## src/rtl/bdq_pkg.sv

```systemverilog
`timescale 1ns / 1ps

package bdq_pkg;

  // queue geometry
  localparam int unsigned DEPTH      = 16;
  localparam int unsigned DATA_WIDTH = 32;
  localparam int unsigned IDX_W      = $clog2(DEPTH);
  localparam int unsigned CNT_W      = $clog2(DEPTH + 1);

  // port field widths
  localparam int unsigned ACT_W  = 2;
  localparam int unsigned STAT_W = 2;
  localparam int unsigned LEN_W  = 5;
  localparam int unsigned WORD_W = 32;

  // requested action of one input word
  typedef enum logic [ACT_W-1:0] {
    ACT_PUSH_TAIL = 2'd0,
    ACT_PUSH_HEAD = 2'd1,
    ACT_POP_TAIL  = 2'd2,
    ACT_POP_HEAD  = 2'd3
  } action_e;

  // result status
  typedef enum logic [STAT_W-1:0] {
    STAT_DONE  = 2'd0,
    STAT_EMPTY = 2'd1,
    STAT_FULL  = 2'd2
  } status_e;

  // what a cell loads this cycle
  typedef enum logic [1:0] {
    CELL_HOLD      = 2'd0,
    CELL_TAKE_PREV = 2'd1,
    CELL_TAKE_NEXT = 2'd2,
    CELL_LOAD      = 2'd3
  } cell_op_e;

  typedef struct packed {
    cell_op_e op;
  } cell_ctrl_t;

endpackage

```

## src/rtl/bdq_cell.sv

```systemverilog
`timescale 1ns / 1ps

module bdq_cell
  import bdq_pkg::*;
(
  input  logic                  clk_i,
  input  cell_ctrl_t            ctrl_i,
  input  logic [DATA_WIDTH-1:0] prev_data_i,
  input  logic [DATA_WIDTH-1:0] next_data_i,
  input  logic [DATA_WIDTH-1:0] load_data_i,
  output logic [DATA_WIDTH-1:0] data_o
);

  logic [DATA_WIDTH-1:0] data_d, data_q;

  // pick the source of this entry
  always_comb begin
    unique case (ctrl_i.op)
      CELL_TAKE_PREV: data_d = prev_data_i;
      CELL_TAKE_NEXT: data_d = next_data_i;
      CELL_LOAD:      data_d = load_data_i;
      default:        data_d = data_q;
    endcase
  end

  // entry storage, payload only
  always_ff @(posedge clk_i) begin
    data_q <= data_d;
  end

  assign data_o = data_q;

endmodule

```

## src/rtl/bdq_ctrl.sv

```systemverilog
`timescale 1ns / 1ps

module bdq_ctrl
  import bdq_pkg::*;
(
  input  logic             accept_i,
  input  action_e          action_i,
  input  logic [CNT_W-1:0] count_i,
  output cell_ctrl_t       cell_ctrl_o [DEPTH],
  output logic [CNT_W-1:0] count_d_o,
  output status_e          status_o
);

  logic is_full, is_empty;

  assign is_full  = (count_i == CNT_W'(DEPTH));
  assign is_empty = (count_i == '0);

  // status, new fill count and per-cell shift/load commands
  always_comb begin
    count_d_o = count_i;
    status_o  = STAT_DONE;
    for (int i = 0; i < DEPTH; i++) begin
      cell_ctrl_o[i].op = CELL_HOLD;
    end
    unique case (action_i)
      ACT_PUSH_TAIL: begin
        if (is_full) begin
          status_o = STAT_FULL;
        end else if (accept_i) begin
          count_d_o = count_i + CNT_W'(1);
          for (int i = 0; i < DEPTH; i++) begin
            if (count_i == CNT_W'(i)) cell_ctrl_o[i].op = CELL_LOAD;
          end
        end
      end
      ACT_PUSH_HEAD: begin
        if (is_full) begin
          status_o = STAT_FULL;
        end else if (accept_i) begin
          count_d_o = count_i + CNT_W'(1);
          for (int i = 0; i < DEPTH; i++) begin
            cell_ctrl_o[i].op = CELL_TAKE_PREV;
          end
        end
      end
      ACT_POP_TAIL: begin
        if (is_empty) begin
          status_o = STAT_EMPTY;
        end else if (accept_i) begin
          count_d_o = count_i - CNT_W'(1);
        end
      end
      default: begin
        if (is_empty) begin
          status_o = STAT_EMPTY;
        end else if (accept_i) begin
          count_d_o = count_i - CNT_W'(1);
          for (int i = 0; i < DEPTH; i++) begin
            cell_ctrl_o[i].op = CELL_TAKE_NEXT;
          end
        end
      end
    endcase
  end

endmodule

```

## src/rtl/bounded_deque_core.sv

```systemverilog
`timescale 1ns / 1ps
// result: a result word is registered and valid in the cycle after its input word is taken
// throughput: one word per cycle; a new word is taken whenever the output
//   register is empty or being drained in the same cycle
// reset: fill count, output valid and status clear; entry cells keep
//   garbage until written, which is never observable

module bounded_deque_core
  import bdq_pkg::*;
(
  input  logic                     clk_i,
  input  logic                     rst_ni,
  input  logic                     in_valid_i,
  output logic                     in_ready_o,
  input  logic [ACT_W-1:0]         action_i,
  input  logic signed [WORD_W-1:0] value_i,
  output logic                     out_valid_o,
  input  logic                     out_ready_i,
  output logic [STAT_W-1:0]        status_o,
  output logic [LEN_W-1:0]         length_o,
  output logic signed [WORD_W-1:0] head_value_o,
  output logic signed [WORD_W-1:0] tail_value_o
);

  logic                  accept;
  logic [CNT_W-1:0]      count_d, count_q;
  logic                  out_valid_d, out_valid_q;
  status_e               status_d, status_q;
  cell_ctrl_t            cell_ctrl [DEPTH];
  logic [DATA_WIDTH-1:0] cell_data [DEPTH];
  logic [DATA_WIDTH-1:0] prev_data [DEPTH];
  logic [DATA_WIDTH-1:0] next_data [DEPTH];
  logic [DATA_WIDTH-1:0] push_data;
  logic [CNT_W-1:0]      tail_pos;
  logic [DATA_WIDTH-1:0] tail_raw;

  // handshake
  assign in_ready_o = !out_valid_q || out_ready_i;
  assign accept     = in_valid_i && in_ready_o;
  assign push_data  = value_i[DATA_WIDTH-1:0];

  bdq_ctrl u_ctrl (
    .accept_i    (accept),
    .action_i    (action_e'(action_i)),
    .count_i     (count_q),
    .cell_ctrl_o (cell_ctrl),
    .count_d_o   (count_d),
    .status_o    (status_d)
  );

  // neighbor wiring of the cell row, head at cell 0
  for (genvar g = 0; g < DEPTH; g++) begin : g_cell
    if (g == 0) begin : g_first
      assign prev_data[g] = push_data;
    end else begin : g_mid
      assign prev_data[g] = cell_data[g-1];
    end
    if (g == DEPTH - 1) begin : g_last
      assign next_data[g] = cell_data[g];
    end else begin : g_inner
      assign next_data[g] = cell_data[g+1];
    end

    bdq_cell u_cell (
      .clk_i       (clk_i),
      .ctrl_i      (cell_ctrl[g]),
      .prev_data_i (prev_data[g]),
      .next_data_i (next_data[g]),
      .load_data_i (push_data),
      .data_o      (cell_data[g])
    );
  end

  // output word control
  assign out_valid_d = accept ? 1'b1 : (out_valid_q && !out_ready_i);

  always_ff @(posedge clk_i or negedge rst_ni) begin
    if (!rst_ni) begin
      count_q     <= '0;
      out_valid_q <= 1'b0;
      status_q    <= STAT_DONE;
    end else begin
      count_q     <= count_d;
      out_valid_q <= out_valid_d;
      if (accept) status_q <= status_d;
    end
  end

  // head and tail read straight from the row; state only moves on accept
  assign tail_pos = count_q - CNT_W'(1);
  assign tail_raw = cell_data[tail_pos[IDX_W-1:0]];

  assign out_valid_o  = out_valid_q;
  assign status_o     = status_q;
  assign length_o     = LEN_W'(count_q);
  assign head_value_o = (count_q == '0) ? '0 : WORD_W'(signed'(cell_data[0]));
  assign tail_value_o = (count_q == '0) ? '0 : WORD_W'(signed'(tail_raw));

  // checks
  a_len_bound : assert property (@(posedge clk_i) disable iff (!rst_ni)
    count_q <= CNT_W'(DEPTH))
    else $error("fill count above depth");

  a_full_len : assert property (@(posedge clk_i) disable iff (!rst_ni)
    (out_valid_q && status_q == STAT_FULL) |-> count_q == CNT_W'(DEPTH))
    else $error("full status with room left");

  a_empty_len : assert property (@(posedge clk_i) disable iff (!rst_ni)
    (out_valid_q && status_q == STAT_EMPTY) |-> count_q == '0)
    else $error("empty status with entries held");

  a_push_grows : assert property (@(posedge clk_i) disable iff (!rst_ni)
    (accept && (action_i == ACT_PUSH_TAIL || action_i == ACT_PUSH_HEAD)
      && count_q != CNT_W'(DEPTH)) |=> count_q == $past(count_q) + CNT_W'(1))
    else $error("push did not grow the queue");

endmodule

```

## config.mk

```make
export PLATFORM = sky130hd
export DESIGN_NAME = bounded_deque_core
export DESIGN_NICKNAME = d
export VERILOG_FILES = /design/src/rtl/bdq_pkg.sv /design/src/rtl/bdq_cell.sv /design/src/rtl/bdq_ctrl.sv /design/src/rtl/bounded_deque_core.sv
export SDC_FILE = /design/constraint.sdc
export NUM_CORES = 1
export LEC_CHECK = 0
export BUFFER_PORTS_ARGS = -buffer_cell sky130_fd_sc_hd__buf_2
export CAP_MARGIN = 20
export CORE_ASPECT_RATIO = 1.1
export CORE_UTILIZATION = 40
export CTS_CLUSTER_DIAMETER = 200
export DETAILED_ROUTE_END_ITERATION = 7
export GPL_ROUTABILITY_DRIVEN = 0
export PLACE_DENSITY = 0.63
export SYNTH_ARGS = -nofsm -noshare
export SYNTH_HDL_FRONTEND = slang
export SYNTH_HIERARCHICAL = 1
export SYNTH_SLANG_ARGS = --single-unit
```

## constraint.sdc

```tcl
create_clock -name clk_i -period 5 [get_ports clk_i]
set_input_delay 0.25 -clock clk_i [delete_from_list [all_inputs] [get_ports clk_i]]
set_output_delay 0.25 -clock clk_i [all_outputs]
set_load 0.02 [all_outputs]
```

==> qor.yml, run 1 <==
synth_edf_count: 512
synthAdderAreaFrac: 0.003101
synthCells: 2693
yosys.area_share.simple: 0.08559
fin_nets: 2725
finalSetupViolCount: 0
start_util: 0.4069
drv_cap: 0
r2r_slack_ps: 1320
cts.reportedPaths.clkPinSlew_ps: 60
grtUsageMet2: 0.3483
powerDensity_nw_per_um2: 507.3
worstSetupPathType: "register to output pin"
status: "complete, no violations"
vdd_drop_max_uv: 567.7
synth_top_family_by_area: "multiplexers"
synth_seq_area_share: 0.4826
clockPowerShare: 0.224
ys.flop_type: "edfxtp_1"
drt-total-wl_mm: 93.05
slew_violations: 0
grt_max_degree: 105
p_leak_nw: 11.27
hold_depth: 2
fill_cells: 7206
area_growth_pct: 6.261
r2r-start: "length_o[1]$_DFF_PN0_"
ys_async_sr_fraction: 0.01538
fp.dieW_um: 272.8
viasPerCell: 5.993
rows: 108
max_clock_freq_mhz: 244.6
synth_cell_types: 50
grt_pass1_vias: 21810
antenna_found_initial: 10
synth_xor_area_frac: 0.001047
worstPathRequired_ps: 4750
synth_compound_area_frac: 0.08897
cts.sinks: 520
max-slew-margin-rel: 0.2035
synthMuxAreaShare: 0.2741
crit_path_end_kind: "output pin"
rsz0062_at_grt: "false"
gr-usage-met1: 0.3205
fin_hold_ws_ps: 69.50
avgSynthCellArea_um2: 11.99
period_share: 0.8176
vias: 22600
fin_tns_setup_ps: 0
yosysWarnings: 6
power.share.sequential: 0.331
drive_gt1_frac: 0.1381
grtUsageTotal: 0.2231
worstSkewPairLatency_ps: 620
synth_fp_nets: 2739
syn-cell-area_um2: 32280
yosys_register_bits: 520
portBuffers: 110
worstMarginPinSlew_ps: 1195
power.share.combinational: 0.445
grt-ovfl-total: 0
p_sw_frac: 0.3962
grt_util_met3: 0.03762
cts_tree: "built"
power.internal_w: 0.01051
grt_pass1_wl_mm: 140.7
crit_end: "tail_value_o[20]"
hold_violations: 0
r2r-end: "g_cell[14].u_cell/data_o[25]$_DFFE_PP_"
cp_max_fo: 104
dieHeight_um: 299.9
htree_levels: 2
drc_errors: 0
clock_path_buffers: 3
core_um2: 79320
hold_class: "input pin to register"
dieArea_um2: 81830
skew_ps: 24.54
post_cts_resized: 0
finalCriticalPeriod_ps: 4088
p_sw_w: 0.006894
firstDrtPassIters: 5
final_antenna_net_count: 0
timing.critical_path.arrival_ps: 3840
rr_worst_depth: 7
cts_buffers: 53
drtIter0Drc: 2277
worstSetupStartpoint: "length_o[0]$_DFF_PN0_"
ios: 111
place_hpwl_mm: 59.80
wl_per_cell_um: 24.68
busiest_layer: "met2"
cp-start-kind: "register"
root_buffer: "clkbuf_16"
[critical path, cell delays in order (launching register included)]
cell and delay (ps):
dfrtp_4 440, buf_12 610, nor3_1 230, xnor2_1 410
nand2b_2 580, o22ai_1 660, buf_2 260
[logic make-up (layout without fill, tap and decap cells)]
group	count (synthesis)	count (layout)
adder cells (fa/ha/maj)	8	8
flip-flops	520	520
AND/OR/NAND/NOR	660	660
buffers and inverters	236	265
AO/OA/AOI/OAI	559	559
XOR/XNOR	3	3
other	0	3
multiplexers	707	707
[state kept, by name (all words and copies together), names as in the netlist]
name and cells:
g_cell.u_cell/data_o 512, out_valid_o 1, status_o 2, length_o 5
[power groups by stage]
stage / Sequential, W / Combinational (W) / Clock, W
3_3_place_gp: 0.00581 / 0.00757 / 0
2_1_floorplan: 0.00568 / 0.00539 / 0
3_5_place_dp: 0.00584 / 0.00762 / 0
6_report: 0.00576 / 0.00774 / 0.00390
4_1_cts: 0.00575 / 0.00766 / 0.00397
5_1_grt: 0.00581 / 0.00811 / 0.00412
[metrics by stage]
| stage | power, W | utilization | instances | setup WS (ps) | instance area, um^2 |
|---|---|---|---|---|---|
| 2_1_floorplan | 0.01106 | - | 2693 | 2180 | 32280 |
| 3_3_place_gp | 0.01338 | 0.4101 | 3661 | 1455 | 32530 |
| 3_5_place_dp | 0.01346 | 0.4101 | 3661 | 1392 | 32530 |
| 4_1_cts | 0.01738 | 0.4314 | 3764 | 877.0 | 34220 |
| 5_1_grt | 0.01803 | 0.4324 | 3770 | 635.1 | 34300 |
| 6_report | 0.01740 | 0.4324 | 3770 | 912.2 | 34300 |
[cell type report]
cell class	count	area, um^2	area share
antenna	3	7.507	0.0002189
clock buffer	67	1421	0.04144
clock inverter	31	217.7	0.006348
inverter	8	30.03	0.0008756
multi-input combinational	1937	14720	0.4292
sequential	520	15580	0.4542
tap	1045	1308	0.03812
timing repair buffer	159	1013	0.02955
[routing by layer]
layer / vias to the layer above / wire length (um)
met3: 112 / 7998
met5: - / 59
met1: 11300 / 40470
met2: 1080 / 42670
met4: 10 / 1850
li1: 10090 / -
[synth_stat cells (2+ instances only)]
cell / instances / share of area
buf_1: 2 / 0.00023
mux4_2: 84 / 0.059
buf_6: 32 / 0.011
nor3_1: 2 / 0.00031
or2_2: 16 / 0.0031
buf_2: 56 / 0.0087
xnor2_1: 2 / 0.00054
nand2_2: 2 / 0.00039
and2_1: 4 / 0.00078
mux2i_1: 577 / 0.18
a21oi_1: 514 / 0.080
nand2b_1: 5 / 0.00097
nand4b_1: 2 / 0.00054
nor3_2: 2 / 0.00062
clkbuf_1: 64 / 0.0074
ha_1: 8 / 0.0031
buf_4: 25 / 0.0058
o21ai_0: 2 / 0.00031
and3_1: 3 / 0.00058
nor3b_2: 2 / 0.00078
nor2_1: 520 / 0.060
o21a_1: 4 / 0.00093
mux4_1: 44 / 0.036
buf_12: 49 / 0.030
mux2_2: 2 / 0.00070
edfxtp_1: 512 / 0.48
o22ai_1: 32 / 0.0062
dfrtp_1: 8 / 0.0062
nor2b_1: 35 / 0.0068
nand2_1: 51 / 0.0059
nand3_1: 6 / 0.00093
inv_1: 8 / 0.00093
[layout by cell type, fill, tap and decap left out, types with 8 or more instances in the layout]
cell type  Yosys  final
edfxtp_1     512    512
nor2b_1       35     35
nand2_1       51     21
clkbuf_16      0     55
inv_1          8      8
mux2i_1      577    577
nand2_2        2     32
a21oi_1      514    514
mux4_2        84     84
or2_2         16     16
mux4_1        44     44
nor2_1       520    520
clkinv_2       0      8
buf_4         25     38
clkbuf_1      64     12
clkinv_1       0     17
o22ai_1       32     32
buf_2         56    110
[worst min path at each step]
stage	from	endpoint	slack, ps
after floorplan	rst_ni	length_o[0]$_DFF_PN0_	-50
after global placement	rst_ni	out_valid_o$_DFF_PN0_	110
after CTS	action_i[1]	length_o[4]$_DFF_PN0_	30
after global routing	action_i[1]	length_o[4]$_DFF_PN0_	70
after detailed placement	rst_ni	out_valid_o$_DFF_PN0_	110
final	action_i[1]	length_o[4]$_DFF_PN0_	70
[repair_timing]
item | 4_1_cts | 5_1_grt
hold endpoints to repair | 9 | 0
buffers inserted | 0 | 0
hold buffers | 5 | 0
No activity file was read; power rests on OpenSTA's default activity.
==> run 2, diff against run 1 <==
clock period = 4.2 ns   (was 5 ns; I/O delays follow)
==> qor.yml, run 2 (synthesis results as in run 1) <==
rr_worst_depth: 9  # +2
final_cell_area_um2: 34360  # +0.19%
post-route-util: 0.4332  # +0.0008050
root_buffer: "clkbuf_16"
cts_buffers: 55  # +3.8%
critical-path-top-delay-family: "buffers and inverters"
status: "complete, no violations"
grt_max_degree: 65  # -38%
max_clock_freq_mhz: 250.2
fp.dieW_um: 272.8  # unchanged
postCtsHoldBufs: 4  # -1
path_depth: 6  # unchanged
start_util: 0.4069  # unchanged
portBuffers: 110  # unchanged
finalSetupViolCount: 0  # unchanged
drc_errors: 0  # unchanged
grt-ovfl-total: 0  # unchanged
power.internal_w: 0.01270  # +21%
stdcell_count: 3774  # +0.11%
dp.cells: 3669  # +0.22%
p_sw_w: 0.008097  # +17%
timing.critical_path.arrival_ps: 3790  # -50 ps
worst_slack_ps: 203.8  # -708.4 ps
grt_pass1_wl_mm: 134.6  # -4.3%
ios: 111  # unchanged
rows: 108  # unchanged
drt-total-wl_mm: 86.94  # -6.6%
place_hpwl_mm: 60.42  # +1.0%
fin_nets: 2731  # +0.22%
cts.reportedPaths.clkPinSlew_ps: 60  # about the same
antenna_found_initial: 10  # unchanged
slowest_stage: "dfrtp_4"
finalCriticalPeriod_ps: 3996
grtUsageTotal: 0.2094  # -0.01376
worstPathRequired_ps: 3990  # -760 ps
period_share: 0.9515
fin_tns_setup_ps: 0  # unchanged
worstSkewPairLatency_ps: 610  # about the same
crit_end: "tail_value_o[28]"
drive_gt1_frac: 0.1400  # +0.001896
largest_reg_flops: 512  # unchanged
placed_area_um2: 32610  # +0.22%
dieArea_um2: 81830  # unchanged
max-slew-margin-rel: 0.3061  # +0.1026
clockPowerShare: 0.230  # +0.006
vias: 22350  # -1.1%
worstMarginPinSlew_ps: 1041  # -153.9 ps
p_sw_frac: 0.3893  # -0.006899
area_growth_pct: 6.459
post_cts_resized: 0  # unchanged
skew_ps: 10.13  # -14.41 ps
slew_violations: 0  # unchanged
p_leak_nw: 11.31  # +0.36%
powerDensity_nw_per_um2: 605.2  # +19%
r2r-end: "g_cell[3].u_cell/data_o[16]$_DFFE_PP_"
r2r-start: "length_o[0]$_DFF_PN0_"
dieHeight_um: 299.9  # unchanged
dp_slack_ps: 815.6  # -576.4 ps
crit_path_max_incr_delay_ps: 630  # -30 ps
wl_per_cell_um: 23.04  # -6.7%
final_antenna_net_count: 0  # unchanged
r2r_slack_ps: 950  # -370 ps
worstSetupStartpoint: "length_o[0]$_DFF_PN0_"
firstDrtPassIters: 5  # unchanged
hold_violations: 0  # unchanged
cts.sinks: 520  # unchanged
cts_setup_buffers: 0  # unchanged
crit_chain: "buf_12 -> buf_4 -> mux4_2 -> mux2i_1 -> o22ai_1 -> buf_2"
cp_num_buf_inv: 3  # +1
power.share.combinational: 0.439  # -0.006
rsz0062_at_grt: "false"
worstSetupPathType: "register to output pin"
final_cell_mix: "mux2i_1 (577), nor2_1 (520), a21oi_1 (514)"
grt_pass1_vias: 21840  # +0.13%
vdd_drop_max_uv: 664.8  # +17%
clock_path_buffers: 3  # unchanged
core_um2: 79320  # unchanged
viasPerCell: 5.922  # -1.2%
crit_path_end_kind: "output pin"
cts_tree: "built"
drtIter0Drc: 2120  # -6.9%
hold_depth: 2  # unchanged
hold_class: "input pin to register"
mostFrequentLayoutCell: "mux2i_1"
drv_cap: 0  # unchanged
power.share.sequential: 0.332  # about the same
cp-start-kind: "register"
cp_max_fo: 58  # -44%
htree_levels: 2  # unchanged
fill_cells: 7253  # +0.65%
## run 2: cell types whose count changed in the layout (fill, tap and decap cells not counted), sizes merged
cell	previous run	this run
dlygate4sd3	5	4
bufinv	3	4
diode	3	1
clkinv	25	20
clkbuf	67	74
inv	9	8
buf	154	159
## run 2: power groups by stage
stage / clock, W / combinational, W / sequential [W]
2_1_floorplan: 0 / 0.00642 / 0.00676
3_3_place_gp: 0 / 0.00892 / 0.00696
3_5_place_dp: 0 / 0.00904 / 0.00699
4_1_cts: 0.00486 / 0.00907 / 0.00688
5_1_grt: 0.00502 / 0.00959 / 0.00696
6_report: 0.00477 / 0.00913 / 0.00689
## run 2: worst min-delay path by stage
stage,slack [ps],end,from
after global placement,60,out_valid_o$_DFF_PN0_,rst_ni
after detailed placement,60,length_o[2]$_DFF_PN0_,rst_ni
after CTS,10,length_o[4]$_DFF_PN0_,action_i[1]
after global routing,70,length_o[4]$_DFF_PN0_,action_i[1]
after floorplan,-90,length_o[0]$_DFF_PN0_,rst_ni
final,50,length_o[4]$_DFF_PN0_,action_i[1]
## run 2: cell type report
class                      instances  area, um^2  area share
sequential                       520       15580      0.4534
clock buffer                      74        1490     0.04337
timing repair buffer             163        1008     0.02935
inverter                           8       30.03   0.0008739
multi-input combinational       1937       14720      0.4284
tap                             1045        1308     0.03805
antenna                            1       2.502  0.00007283
clock inverter                    26       222.7    0.006482
## run 2: routing by layer
metal  vias up  wire length, um  GRT usage
met4        18             2290    0.06193
met5         -              116          0
met2      1040            38650     0.3173
met3       152             7153    0.03554
li1      10100                -          -
met1     11040            38730     0.3063
## run 2: metrics by stage
stage,hold slack (ps),total power (W)
detailed placement,63.71,0.01603
global placement,61.23,0.01587
floorplan,-85.59,0.01317
CTS,13.33,0.02082
finish,52.61,0.02080
global route,68.93,0.02157
